<file path="src/rtl/ulex_pkg.sv">
// Shared types, constants and helper functions of the UTF-8 expression lexer.
// Used by every module of the lexer; depends on nothing else.

package ulex_pkg;

  // Width of the byte position counter and of the token fields.
  localparam int unsigned POS_W      = 32;
  localparam int unsigned LEN_W      = 32;
  localparam int unsigned VAL_W      = 63;
  localparam int unsigned CP_W       = 21;

  // Result queue: a full item may add this many tokens at once.
  localparam int unsigned MAX_TOKENS = 3;
  localparam int unsigned QDEPTH     = 4;
  localparam int unsigned CNT_W      = $clog2(QDEPTH + 1);

  // Stream widths.
  localparam int unsigned IN_TDATA_W  = 8;
  localparam int unsigned OUT_TDATA_W = 136;
  localparam int unsigned OUT_TUSER_W = 4;

  // Largest number value and the bound above which a times-ten step overflows.
  localparam logic [VAL_W-1:0] MAX63       = '1;
  localparam logic [63:0]      MAX63_WIDE  = 64'h7FFF_FFFF_FFFF_FFFF;
  localparam logic [63:0]      MAX63_DIV10 = MAX63_WIDE / 64'd10;

  // Characters with a meaning of their own.
  localparam logic [CP_W-1:0] CH_NUL   = 21'h00;
  localparam logic [CP_W-1:0] CH_ZERO  = 21'h30;
  localparam logic [CP_W-1:0] CH_NINE  = 21'h39;
  localparam logic [CP_W-1:0] CH_PLUS  = 21'h2B;
  localparam logic [CP_W-1:0] CH_MINUS = 21'h2D;
  localparam logic [CP_W-1:0] CH_STAR  = 21'h2A;
  localparam logic [CP_W-1:0] CH_SLASH = 21'h2F;
  localparam logic [CP_W-1:0] CH_OPEN  = 21'h28;
  localparam logic [CP_W-1:0] CH_CLOSE = 21'h29;

  typedef enum logic [3:0] {
    TK_EOF    = 4'd0,
    TK_BAD    = 4'd1,
    TK_SPACE  = 4'd2,
    TK_NUMBER = 4'd3,
    TK_PLUS   = 4'd4,
    TK_MINUS  = 4'd5,
    TK_STAR   = 4'd6,
    TK_SLASH  = 4'd7,
    TK_OPEN   = 4'd8,
    TK_CLOSE  = 4'd9
  } token_kind_e;

  typedef enum logic [1:0] {
    ERR_NONE    = 2'd0,
    ERR_LARGE   = 2'd1,
    ERR_BADCHAR = 2'd2,
    ERR_UTF8    = 2'd3
  } error_e;

  typedef enum logic [1:0] {
    RUN_NONE   = 2'd0,
    RUN_SPACE  = 2'd1,
    RUN_NUMBER = 2'd2
  } run_kind_e;

  // One input word as held in the input register.
  typedef struct packed {
    logic                  end_of_text;
    logic [IN_TDATA_W-1:0] in_byte;
  } in_item_t;

  // One result token.
  typedef struct packed {
    token_kind_e      kind;
    logic [LEN_W-1:0] start_pos;
    logic [LEN_W-1:0] byte_length;
    logic [VAL_W-1:0] number_value;
    error_e           error_code;
    logic             last;
  } token_t;

  typedef token_t [MAX_TOKENS-1:0] tok_vec_t;

  // Tokens produced by one item, handed to the result queue.
  typedef struct packed {
    logic [1:0] n;
    tok_vec_t   tok;
  } push_t;

  // Low 32 bits of a position.
  function automatic logic [LEN_W-1:0] pos_lo(input logic [POS_W-1:0] p);
    logic [63:0] w;
    w = 64'(p);
    return w[LEN_W-1:0];
  endfunction

  // Position difference saturated to the length field.
  function automatic logic [LEN_W-1:0] len_sat(input logic [POS_W-1:0] d);
    logic [63:0] w;
    w = 64'(d);
    if (w > 64'h0000_0000_FFFF_FFFF) begin
      return '1;
    end
    return w[LEN_W-1:0];
  endfunction

  // Unicode space separators and the line and paragraph separators.
  function automatic logic is_space(input logic [CP_W-1:0] c);
    return c == 21'h20 || c == 21'hA0 || c == 21'h1680 ||
           (c >= 21'h2000 && c <= 21'h200A) || c == 21'h2028 ||
           c == 21'h2029 || c == 21'h202F || c == 21'h205F || c == 21'h3000;
  endfunction

  // Operator kind of a code point; TK_EOF means it is no operator.
  function automatic token_kind_e op_kind(input logic [CP_W-1:0] c);
    token_kind_e k;
    unique case (c)
      CH_PLUS:  k = TK_PLUS;
      CH_MINUS: k = TK_MINUS;
      CH_STAR:  k = TK_STAR;
      CH_SLASH: k = TK_SLASH;
      CH_OPEN:  k = TK_OPEN;
      CH_CLOSE: k = TK_CLOSE;
      default:  k = TK_EOF;
    endcase
    return k;
  endfunction

  // Encoded length of a code point in bytes.
  function automatic logic [LEN_W-1:0] cp_len(input logic [CP_W-1:0] c);
    logic [LEN_W-1:0] l;
    if (c < 21'h80) begin
      l = 32'd1;
    end else if (c < 21'h800) begin
      l = 32'd2;
    end else if (c < 21'h10000) begin
      l = 32'd3;
    end else begin
      l = 32'd4;
    end
    return l;
  endfunction

  function automatic token_t make_tok(input token_kind_e kind,
                                      input logic [POS_W-1:0] start,
                                      input logic [LEN_W-1:0] len,
                                      input logic [VAL_W-1:0] value,
                                      input error_e err);
    token_t t;
    t.kind         = kind;
    t.start_pos    = pos_lo(start);
    t.byte_length  = len;
    t.number_value = value;
    t.error_code   = err;
    t.last         = 1'b0;
    return t;
  endfunction

  // Token that closes the open run; only called while a run is open.
  function automatic token_t run_token(input run_kind_e rk,
                                       input logic [POS_W-1:0] rs,
                                       input logic [POS_W-1:0] end_pos,
                                       input logic [VAL_W-1:0] acc,
                                       input logic tl);
    token_t t;
    if (rk == RUN_NUMBER) begin
      t = make_tok(TK_NUMBER, rs, len_sat(end_pos - rs), tl ? '0 : acc,
                   tl ? ERR_LARGE : ERR_NONE);
    end else begin
      t = make_tok(TK_SPACE, rs, len_sat(end_pos - rs), '0, ERR_NONE);
    end
    return t;
  endfunction

endpackage

</file>
<file path="src/rtl/ulex_in_reg.sv">
// Input register of the lexer: holds one accepted word until the step logic takes it.
// Depends on ulex_pkg.

module ulex_in_reg
  import ulex_pkg::*;
(
  input  logic                  clk_i,
  input  logic                  rst_ni,
  input  logic                  s_valid_i,
  output logic                  s_ready_o,
  input  logic [IN_TDATA_W-1:0] s_data_i,
  input  logic                  s_last_i,
  output logic                  item_valid_o,
  output in_item_t              item_o,
  input  logic                  take_i
);

  logic     valid_q, valid_d;
  in_item_t item_q;

  // A new word may enter when the register is empty or is being emptied.
  assign s_ready_o = !valid_q || take_i;

  always_comb begin
    valid_d = valid_q;
    if (s_valid_i && s_ready_o) begin
      valid_d = 1'b1;
    end else if (take_i) begin
      valid_d = 1'b0;
    end
  end

  always_ff @(posedge clk_i or negedge rst_ni) begin
    if (!rst_ni) begin
      valid_q <= 1'b0;
    end else begin
      valid_q <= valid_d;
    end
  end

  // Payload needs no reset.
  always_ff @(posedge clk_i) begin
    if (s_valid_i && s_ready_o) begin
      item_q.in_byte     <= s_data_i;
      item_q.end_of_text <= s_last_i;
    end
  end

  assign item_valid_o = valid_q;
  assign item_o       = item_q;

endmodule

</file>
<file path="src/rtl/ulex_step.sv">
// Decode and tokenize step: UTF-8 decoding, run tracking and token building for one word.
// Holds the lexer state registers. Depends on ulex_pkg.

module ulex_step
  import ulex_pkg::*;
(
  input  logic     clk_i,
  input  logic     rst_ni,
  input  logic     item_valid_i,
  input  in_item_t item_i,
  input  logic     room_i,
  output logic     take_o,
  output push_t    push_o
);

  // Lexer state.
  run_kind_e        run_kind_q, run_kind_d;
  logic [POS_W-1:0] run_start_q, run_start_d;
  logic [POS_W-1:0] byte_pos_q, byte_pos_d;
  logic [VAL_W-1:0] acc_q, acc_d;
  logic             too_large_q, too_large_d;
  logic [CP_W-1:0]  cp_q, cp_d;
  logic [1:0]       left_q, left_d;
  logic [POS_W-1:0] seq_start_q, seq_start_d;

  // Working values.
  tok_vec_t         tok_d;
  logic [1:0]       n_d;
  logic [7:0]       b;
  logic             second, cont, lead, fin;
  logic [CP_W-1:0]  fc;
  logic [POS_W-1:0] fs;
  token_kind_e      op;
  logic [63:0]      prod;

  assign take_o = item_valid_i && room_i;
  assign b      = item_i.in_byte;

  // Whether the byte can continue the pending sequence.
  always_comb begin
    second = (byte_pos_q - seq_start_q) == POS_W'(1);
    cont   = b[7:6] == 2'b10;
    if (second && left_q == 2'd2) begin
      if (cp_q == 21'h00 && b < 8'hA0) cont = 1'b0;
      if (cp_q == 21'h0D && b > 8'h9F) cont = 1'b0;
    end
    if (second && left_q == 2'd3) begin
      if (cp_q == 21'h00 && b < 8'h90) cont = 1'b0;
      if (cp_q == 21'h04 && b > 8'h8F) cont = 1'b0;
    end
  end

  // Next state and tokens. At most one open run is closed per word, and it
  // is always the first token.
  always_comb begin
    run_kind_d  = run_kind_q;
    run_start_d = run_start_q;
    byte_pos_d  = byte_pos_q;
    acc_d       = acc_q;
    too_large_d = too_large_q;
    cp_d        = cp_q;
    left_d      = left_q;
    seq_start_d = seq_start_q;
    tok_d       = '0;
    n_d         = 2'd0;
    lead        = 1'b1;
    fin         = 1'b0;
    fc          = '0;
    fs          = '0;
    op          = TK_EOF;
    prod        = '0;

    if (item_i.end_of_text) begin
      // End of text: close the run, report a cut-off sequence, end of file.
      if (left_d != 2'd0) begin
        if (run_kind_d != RUN_NONE) begin
          tok_d[n_d] = run_token(run_kind_d, run_start_d, seq_start_d, acc_d, too_large_d);
          n_d        = n_d + 2'd1;
        end
        run_kind_d = RUN_NONE;
        tok_d[n_d] = make_tok(TK_BAD, seq_start_d, len_sat(byte_pos_d - seq_start_d),
                              '0, ERR_UTF8);
        n_d        = n_d + 2'd1;
        left_d     = 2'd0;
      end else begin
        if (run_kind_d != RUN_NONE) begin
          tok_d[n_d] = run_token(run_kind_d, run_start_d, byte_pos_d, acc_d, too_large_d);
          n_d        = n_d + 2'd1;
        end
        run_kind_d = RUN_NONE;
      end
      tok_d[n_d] = make_tok(TK_EOF, byte_pos_d, '0, '0, ERR_NONE);
      n_d        = n_d + 2'd1;
    end else begin
      // Pending multi-byte sequence.
      if (left_d != 2'd0) begin
        if (cont) begin
          cp_d       = {cp_q[CP_W-7:0], b[5:0]};
          left_d     = left_d - 2'd1;
          byte_pos_d = byte_pos_d + POS_W'(1);
          lead       = 1'b0;
          if (left_d == 2'd0) begin
            fin = 1'b1;
            fc  = cp_d;
            fs  = seq_start_d;
          end
        end else begin
          // Broken sequence: report it, then take the byte as a lead byte.
          if (run_kind_d != RUN_NONE) begin
            tok_d[n_d] = run_token(run_kind_d, run_start_d, seq_start_d, acc_d,
                                   too_large_d);
            n_d        = n_d + 2'd1;
          end
          run_kind_d = RUN_NONE;
          tok_d[n_d] = make_tok(TK_BAD, seq_start_d, len_sat(byte_pos_d - seq_start_d),
                                '0, ERR_UTF8);
          n_d        = n_d + 2'd1;
          left_d     = 2'd0;
        end
      end

      // Lead byte.
      if (lead) begin
        if (b < 8'h80) begin
          fin        = 1'b1;
          fc         = CP_W'(b);
          fs         = byte_pos_d;
          byte_pos_d = byte_pos_d + POS_W'(1);
        end else if (b >= 8'hC2 && b <= 8'hDF) begin
          cp_d        = CP_W'(b[4:0]);
          left_d      = 2'd1;
          seq_start_d = byte_pos_d;
          byte_pos_d  = byte_pos_d + POS_W'(1);
        end else if (b >= 8'hE0 && b <= 8'hEF) begin
          cp_d        = CP_W'(b[3:0]);
          left_d      = 2'd2;
          seq_start_d = byte_pos_d;
          byte_pos_d  = byte_pos_d + POS_W'(1);
        end else if (b >= 8'hF0 && b <= 8'hF4) begin
          cp_d        = CP_W'(b[2:0]);
          left_d      = 2'd3;
          seq_start_d = byte_pos_d;
          byte_pos_d  = byte_pos_d + POS_W'(1);
        end else begin
          // Byte that can never start a sequence.
          if (run_kind_d != RUN_NONE) begin
            tok_d[n_d] = run_token(run_kind_d, run_start_d, byte_pos_d, acc_d,
                                   too_large_d);
            n_d        = n_d + 2'd1;
          end
          run_kind_d = RUN_NONE;
          tok_d[n_d] = make_tok(TK_BAD, byte_pos_d, 32'd1, '0, ERR_UTF8);
          n_d        = n_d + 2'd1;
          byte_pos_d = byte_pos_d + POS_W'(1);
        end
      end

      // Complete code point: classify it.
      if (fin) begin
        op = op_kind(fc);
        if (is_space(fc)) begin
          if (run_kind_d != RUN_SPACE) begin
            if (run_kind_d != RUN_NONE) begin
              tok_d[n_d] = run_token(run_kind_d, run_start_d, fs, acc_d, too_large_d);
              n_d        = n_d + 2'd1;
            end
            run_kind_d  = RUN_SPACE;
            run_start_d = fs;
          end
        end else if (fc >= CH_ZERO && fc <= CH_NINE) begin
          if (run_kind_d != RUN_NUMBER) begin
            if (run_kind_d != RUN_NONE) begin
              tok_d[n_d] = run_token(run_kind_d, run_start_d, fs, acc_d, too_large_d);
              n_d        = n_d + 2'd1;
            end
            run_kind_d  = RUN_NUMBER;
            run_start_d = fs;
            acc_d       = '0;
            too_large_d = 1'b0;
          end
          // Value times ten plus the digit, as shifts and adds.
          prod = ({1'b0, acc_d} << 3) + ({1'b0, acc_d} << 1) + 64'(fc - CH_ZERO);
          if (!too_large_d) begin
            if (64'(acc_d) > MAX63_DIV10) begin
              too_large_d = 1'b1;
            end else if (prod > MAX63_WIDE) begin
              too_large_d = 1'b1;
            end else begin
              acc_d = prod[VAL_W-1:0];
            end
          end
        end else begin
          if (run_kind_d != RUN_NONE) begin
            tok_d[n_d] = run_token(run_kind_d, run_start_d, fs, acc_d, too_large_d);
            n_d        = n_d + 2'd1;
          end
          run_kind_d = RUN_NONE;
          if (fc == CH_NUL) begin
            tok_d[n_d] = make_tok(TK_EOF, fs, '0, '0, ERR_NONE);
          end else if (op != TK_EOF) begin
            tok_d[n_d] = make_tok(op, fs, 32'd1, '0, ERR_NONE);
          end else begin
            tok_d[n_d] = make_tok(TK_BAD, fs, cp_len(fc), '0, ERR_BADCHAR);
          end
          n_d = n_d + 2'd1;
        end
      end
    end

    // Mark the final token of this word.
    if (n_d != 2'd0) begin
      tok_d[n_d - 2'd1].last = 1'b1;
    end
  end

  always_ff @(posedge clk_i or negedge rst_ni) begin
    if (!rst_ni) begin
      run_kind_q  <= RUN_NONE;
      run_start_q <= '0;
      byte_pos_q  <= '0;
      acc_q       <= '0;
      too_large_q <= 1'b0;
      cp_q        <= '0;
      left_q      <= 2'd0;
      seq_start_q <= '0;
    end else if (take_o) begin
      run_kind_q  <= run_kind_d;
      run_start_q <= run_start_d;
      byte_pos_q  <= byte_pos_d;
      acc_q       <= acc_d;
      too_large_q <= too_large_d;
      cp_q        <= cp_d;
      left_q      <= left_d;
      seq_start_q <= seq_start_d;
    end
  end

  assign push_o.n   = take_o ? n_d : 2'd0;
  assign push_o.tok = tok_d;

endmodule

</file>
<file path="src/rtl/ulex_out_queue.sv">
// Lexer result queue: takes up to three tokens a cycle and sends one a cycle while
// ready. Shift-style register queue, head always in slot zero. Depends on ulex_pkg.

module ulex_out_queue
  import ulex_pkg::*;
(
  input  logic   clk_i,
  input  logic   rst_ni,
  input  push_t  push_i,
  output logic   room_o,
  output logic   valid_o,
  input  logic   ready_i,
  output token_t head_o
);

  token_t [QDEPTH-1:0] q_q, q_d;
  logic [CNT_W-1:0]    count_q, count_d;
  logic [CNT_W-1:0]    base;
  logic                pop;

  assign valid_o = count_q != '0;
  assign pop     = valid_o && ready_i;
  assign head_o  = q_q[0];

  // Room for a whole word's worth of tokens, judged from the registered count.
  assign room_o  = count_q <= CNT_W'(QDEPTH - MAX_TOKENS);

  // Shift out the head, then place new tokens behind what remains.
  always_comb begin
    base = count_q - CNT_W'(pop);
    for (int i = 0; i < QDEPTH; i++) begin
      if (pop && i < QDEPTH - 1) begin
        q_d[i] = q_q[i + 1];
      end else begin
        q_d[i] = q_q[i];
      end
      for (int k = 0; k < MAX_TOKENS; k++) begin
        if (2'(k) < push_i.n && base + CNT_W'(k) == CNT_W'(i)) begin
          q_d[i] = push_i.tok[k];
        end
      end
    end
    count_d = base + CNT_W'(push_i.n);
  end

  always_ff @(posedge clk_i or negedge rst_ni) begin
    if (!rst_ni) begin
      count_q <= '0;
    end else begin
      count_q <= count_d;
    end
  end

  always_ff @(posedge clk_i) begin
    q_q <= q_d;
  end

endmodule

</file>
<file path="src/rtl/utf8_expression_lexer_core.sv">
// Top level of the UTF-8 expression lexer: input register, tokenize step, result queue.
// Depends on ulex_pkg, ulex_in_reg, ulex_step and ulex_out_queue.
//
// Usage: bytes of UTF-8 text enter on the slave stream, one per word, tdata[7:0]
// holding the byte; a word with tlast high marks end of text (its byte is ignored),
// closes any open run and gives an end-of-file token. Tokens leave on the master
// stream: tuser carries the kind, tdata the position, length, value and error code,
// and tlast marks the final token caused by one input word.
// An accepted word is held in the input register and is decoded from it once the
// result queue has room; its tokens are registered in the queue, whose head is offered.
// Throughput: one byte per cycle while each byte gives at most one token and the
// receiver keeps up; the four-entry result queue must have room for three tokens
// before a byte is decoded, so a byte that gives two or three tokens, or a receiver
// stall, holds the input back.
// Reset clears the position counter, the open run, the partial code point, the input register
// and the result queue. A stalled receiver keeps the head token steady; the input side keeps
// taking words until the input register holds a word the result queue has no room for.

module utf8_expression_lexer_core
  import ulex_pkg::*;
(
  input  logic                   clk_i,
  input  logic                   rst_ni,
  input  logic                   s_axis_tvalid_i,
  output logic                   s_axis_tready_o,
  input  logic [IN_TDATA_W-1:0]  s_axis_tdata_i,  // [7:0] in_byte
  input  logic                   s_axis_tlast_i,  // end_of_text
  output logic                   m_axis_tvalid_o,
  input  logic                   m_axis_tready_i,
  output logic [OUT_TDATA_W-1:0] m_axis_tdata_o,  // [31:0] start_pos, [63:32] byte_length,
                                                  // [126:64] number_value, [128:127] error_code
  output logic [OUT_TUSER_W-1:0] m_axis_tuser_o,  // [3:0] token_kind
  output logic                   m_axis_tlast_o   // last
);

  logic     item_valid;
  in_item_t item;
  logic     take;
  logic     room;
  push_t    push;
  token_t   head;

  ulex_in_reg u_in_reg (
    .clk_i        (clk_i),
    .rst_ni       (rst_ni),
    .s_valid_i    (s_axis_tvalid_i),
    .s_ready_o    (s_axis_tready_o),
    .s_data_i     (s_axis_tdata_i),
    .s_last_i     (s_axis_tlast_i),
    .item_valid_o (item_valid),
    .item_o       (item),
    .take_i       (take)
  );

  ulex_step u_step (
    .clk_i        (clk_i),
    .rst_ni       (rst_ni),
    .item_valid_i (item_valid),
    .item_i       (item),
    .room_i       (room),
    .take_o       (take),
    .push_o       (push)
  );

  ulex_out_queue u_out_queue (
    .clk_i   (clk_i),
    .rst_ni  (rst_ni),
    .push_i  (push),
    .room_o  (room),
    .valid_o (m_axis_tvalid_o),
    .ready_i (m_axis_tready_i),
    .head_o  (head)
  );

  // Pack the head token onto the master stream.
  assign m_axis_tdata_o = {7'b0, head.error_code, head.number_value,
                           head.byte_length, head.start_pos};
  assign m_axis_tuser_o = head.kind;
  assign m_axis_tlast_o = head.last;

endmodule

</file>
<file path="config.mk">
export PLATFORM = sky130hd
export DESIGN_NAME = utf8_expression_lexer_core
export DESIGN_NICKNAME = d
export VERILOG_FILES = /design/src/rtl/ulex_pkg.sv /design/src/rtl/ulex_in_reg.sv /design/src/rtl/ulex_step.sv /design/src/rtl/ulex_out_queue.sv /design/src/rtl/utf8_expression_lexer_core.sv
export SDC_FILE = /design/constraint.sdc
export NUM_CORES = 2
export LEC_CHECK = 0
export BUFFER_PORTS_ARGS = -buffer_cell sky130_fd_sc_hd__buf_2
export CORE_MARGIN = 4
export CORE_UTILIZATION = 30
export CTS_CLUSTER_SIZE = 30
export DETAILED_ROUTE_END_ITERATION = 8
export GPL_ROUTABILITY_DRIVEN = 1
export HOLD_SLACK_MARGIN = 0.05
export PLACE_DENSITY = 0.49
export SLEW_MARGIN = 20
export SYNTH_ARGS = -nofsm -noshare
export SYNTH_HDL_FRONTEND = slang
export SYNTH_SLANG_ARGS = --single-unit
</file>
<file path="constraint.sdc">
create_clock -name clk_i -period 10.9 [get_ports clk_i]
set_input_delay 1.09 -clock clk_i [delete_from_list [all_inputs] [get_ports clk_i]]
set_output_delay 1.09 -clock clk_i [all_outputs]
set_load 0.005 [all_outputs]
</file>
==> run summary <==
DR vias: 61.9k
Reg clk slew, reported paths: 0.06 ns
Comb power frac: 0.611
Worst-Margin Slew: 1.39 ns
Synth async-reset ratio: 0.257
Outcome: complete, but fails checks
Post-synth cell types: 105
Area of the core: 0.198 mm²
Synth Area in Adders: 0.0689
Largest fanout on the critical path: 21
Clk Latency, worst-skew pair: 0.77 ns
GRT overflow: 0
Die area: 0.206 mm²
Worst VDD drop: 0.000274 V
Crit-path slowest cell: dfrtp_1
DR iter-0 viols: 9911
Initial antenna violation count: 19
Largest net degree at the start of global routing: 91
Sequential Power Share: 0.236
Max-slew headroom: 0.0608
Final Cycle Share: 0.971
Setup crit end kind: register
Startpoint Class: register
Ys Warns: 0
Final Hold Viols: 0
Sequential share of the synthesized area: 0.353
Max Slew Vio Count: 0
WP data required: 11.33 ns
Share of post-route cells with drive strength above 1: 0.127
Routed WL: 333 mm
Compound-gate portion of the synthesized area: 0.292
Number of synthesized register bits: 734
R2R cell count: 37
Number of remaining DRC errors: 2
Top_reg_cell synth: edfxtp_1
DRT antenna net count: 0
Total GRT Usage: 0.309
Pwr dens: 310 mW/mm²
Root buffer cell: clkbuf_16
Layout Skew: 0.0559 ns
First-pass GRT wire length: 459 mm
Clk sinks: 734
Power Internal: 9.87 mW
CP peak stage delay: 0.55 ns
Fmax: 94.5 MHz
WHS: 0.235 ns
Post-synthesis xor/xnor area fraction: 0.0425
Syn-to-layout area delta: 13.3%
Leakage power total: 26.0 nW
Clock Power Share: 0.153
Buffers from clock root to sink, at most: 3
Critical path class: reg2reg
Design area: 0.0677 mm²
Post-synthesis simple-gate area fraction: 0.159
Final core utilization: 0.343
CTS tree: done
H-tree Lvls: 3
Worst flop-to-flop path endpoint: u_out_queue.head_o[93]
Minimum clock period: 10.58 ns
I/O pin total: 156
Synth Instances: 6909
Dpl cell area: 0.0644 mm²
DP Wirelength: 240 mm
Drt wl/cell: 34.5 µm
Input/output buffers: 148
Worst R2R Start: u_step.seq_start_q[7]
Die height: 454 µm
Initial Utilization: 0.302
Net Switching: 11.1 mW
Vias in the first global route: 57.0k
Crit path DAT: 11.02 ns
Power, Total: 21.0 mW
RSZ-0062 raised after global routing: false
Mux contribution to synthesized area: 0.0150
Total CTS buffers: 91
Std-Cell Rows: 163
# hold bufs at CTS: 0
Final TNS setup: 0 ns
Die X: 454 µm
Final nets: 7241
CP dominant cell by count: buf_4
Vias per cell: 6.41
Syn Area/Cell: 8.65 µm²
First-pass detailed-route iteration total: 9
Final Setup Violations: 0
Number of synthesized flops with an enable pin: 545
Switch share: 0.530
Hold Path Class: in2async
GP Congestion: 1.07
Reg2Reg Setup Slack: 0.32 ns
Post-Syn Area: 0.0597 mm²
Failing checks: DRC
Max_cap viols: 0
Main combinational cell family by area after synthesis: compound AO/OA/AOI/OAI gates
## cells by family (layout without fill, tap and decap cells)
logic type,after synthesis,count (layout)
muxes,89,89
other,1,21
xor gates and xnor gates,290,290
DFF,734,734
buffers and inverters,925,999
and+or+nand+nor,2034,2035
AOI/OAI and AO/OA,2522,2522
adders and majority gates,314,314
## state kept, by name (all words and copies together) (netlist names)
name / cells
u_out_queue.q_q: 402
u_out_queue.head_o: 134
u_step.acc_q: 63
u_step.byte_pos_q: 32
u_step.run_start_q: 32
u_step.seq_start_q: 32
u_step.cp_q: 21
u_in_reg.item_o: 9
u_out_queue.count_q: 3
u_step.left_q: 2
u_step.run_kind_q: 2
u_in_reg.item_valid_o: 1
u_step.too_large_q: 1
## worst max-delay path, delay by kind of cell (launching register included)
kind / cells / cell delay [ns]
DFF: 1 / 0.55
muxes: 1 / 0.31
AOI/OAI and AO/OA: 15 / 4.00
buffers and inverters: 7 / 1.71
adders and majority gates: 2 / 0.63
and+or+nand+nor: 12 / 3.04
## area by class of cell
cell class                 instances  area [µm²]
antenna                           14        35.0
clock buffer                     116        2440
clock inverter                    52         616
fill                           20400      130000
inverter                         264         991
multi-input combinational       5257       35200
sequential                       734       21100
tap                             2640        3300
timing repair buffer             567        4030
## what timing repair did
item                                    CTS  global route
pin swaps                                 0             1
gates resized for setup                   4            21
endpoints found under the setup margin   63            73
setup buffers                             0             1
cloned                                    0             1
## cell usage in the layout, fill, tap and decap left out, types with 106 or more instances in the layout
cell type  count
o22ai_1      113
buf_2        148
a22oi_1      185
edfxtp_1     545
nor2_1       517
nand3_1      166
inv_1        263
xnor2_1      184
nor3_1       185
a21oi_1      499
nand2_1      626
o21ai_0      452
ha_1         286
a22o_1       182
buf_4        407
a21o_1       106
dfrtp_1      188
## synthesized netlist by cell type, types with 86 or more instances
library cell | n | area, µm²
xor2_1 | 104 | 911
a21oi_1 | 507 | 2540
dfrtp_1 | 189 | 4730
nand3_1 | 173 | 866
nand2_1 | 636 | 2390
nor2_1 | 535 | 2010
nor2b_1 | 88 | 551
buf_4 | 143 | 1070
o22ai_1 | 114 | 713
edfxtp_1 | 545 | 16400
a22oi_1 | 185 | 1390
o21ai_0 | 461 | 2310
xnor2_1 | 186 | 1630
o211ai_1 | 99 | 743
a221o_1 | 86 | 861
nor3_1 | 190 | 951
clkbuf_1 | 396 | 1490
ha_1 | 288 | 3600
a22o_1 | 182 | 1590
inv_1 | 264 | 991
a21o_1 | 106 | 796
## power groups by stage
stage | combinational [mW] | clock [mW] | sequential, mW
3_3_place_gp | 12.1 | 0 | 4.97
4_1_cts | 12.1 | 3.25 | 4.95
2_1_floorplan | 6.86 | 0 | 4.77
6_report | 12.8 | 3.20 | 4.96
5_1_grt | 13.1 | 3.35 | 5.04
3_5_place_dp | 12.1 | 0 | 4.99
## metal layers
metal	share of wire	vias to the layer above	GRT usage
met5	0.00016	-	0
met4	0.050	10	0.131
met3	0.13	780	0.110
met2	0.40	4324	0.430
met1	0.42	30700	0.429
li1	-	26100	-
## stage by stage
stage | worst slack, ns | cells
CTS | 0.0466 | 9627
global placement | -0.0935 | 9459
floorplan | 0.451 | 6915
finish | 0.317 | 9644
global route | 0.0170 | 9632
detailed placement | -0.266 | 9459
## how the worst max path moves through the flow
stage,from,endpoint,slack [ns],cells after the start
2_1_floorplan,u_step.byte_pos_q[0],u_step.acc_q[50],0.45,47
3_3_place_gp,u_step.seq_start_q[2],u_step.acc_q[12],-0.09,42
3_5_place_dp,u_step.seq_start_q[2],u_step.acc_q[16],-0.27,42
4_1_cts,u_step.seq_start_q[2],u_step.acc_q[16],0.05,42
5_1_grt,u_step.seq_start_q[15],u_step.acc_q[3],0.02,41
6_report,u_step.seq_start_q[7],u_out_queue.head_o[93],0.32,37
Power figures use the tool's default switching activity.
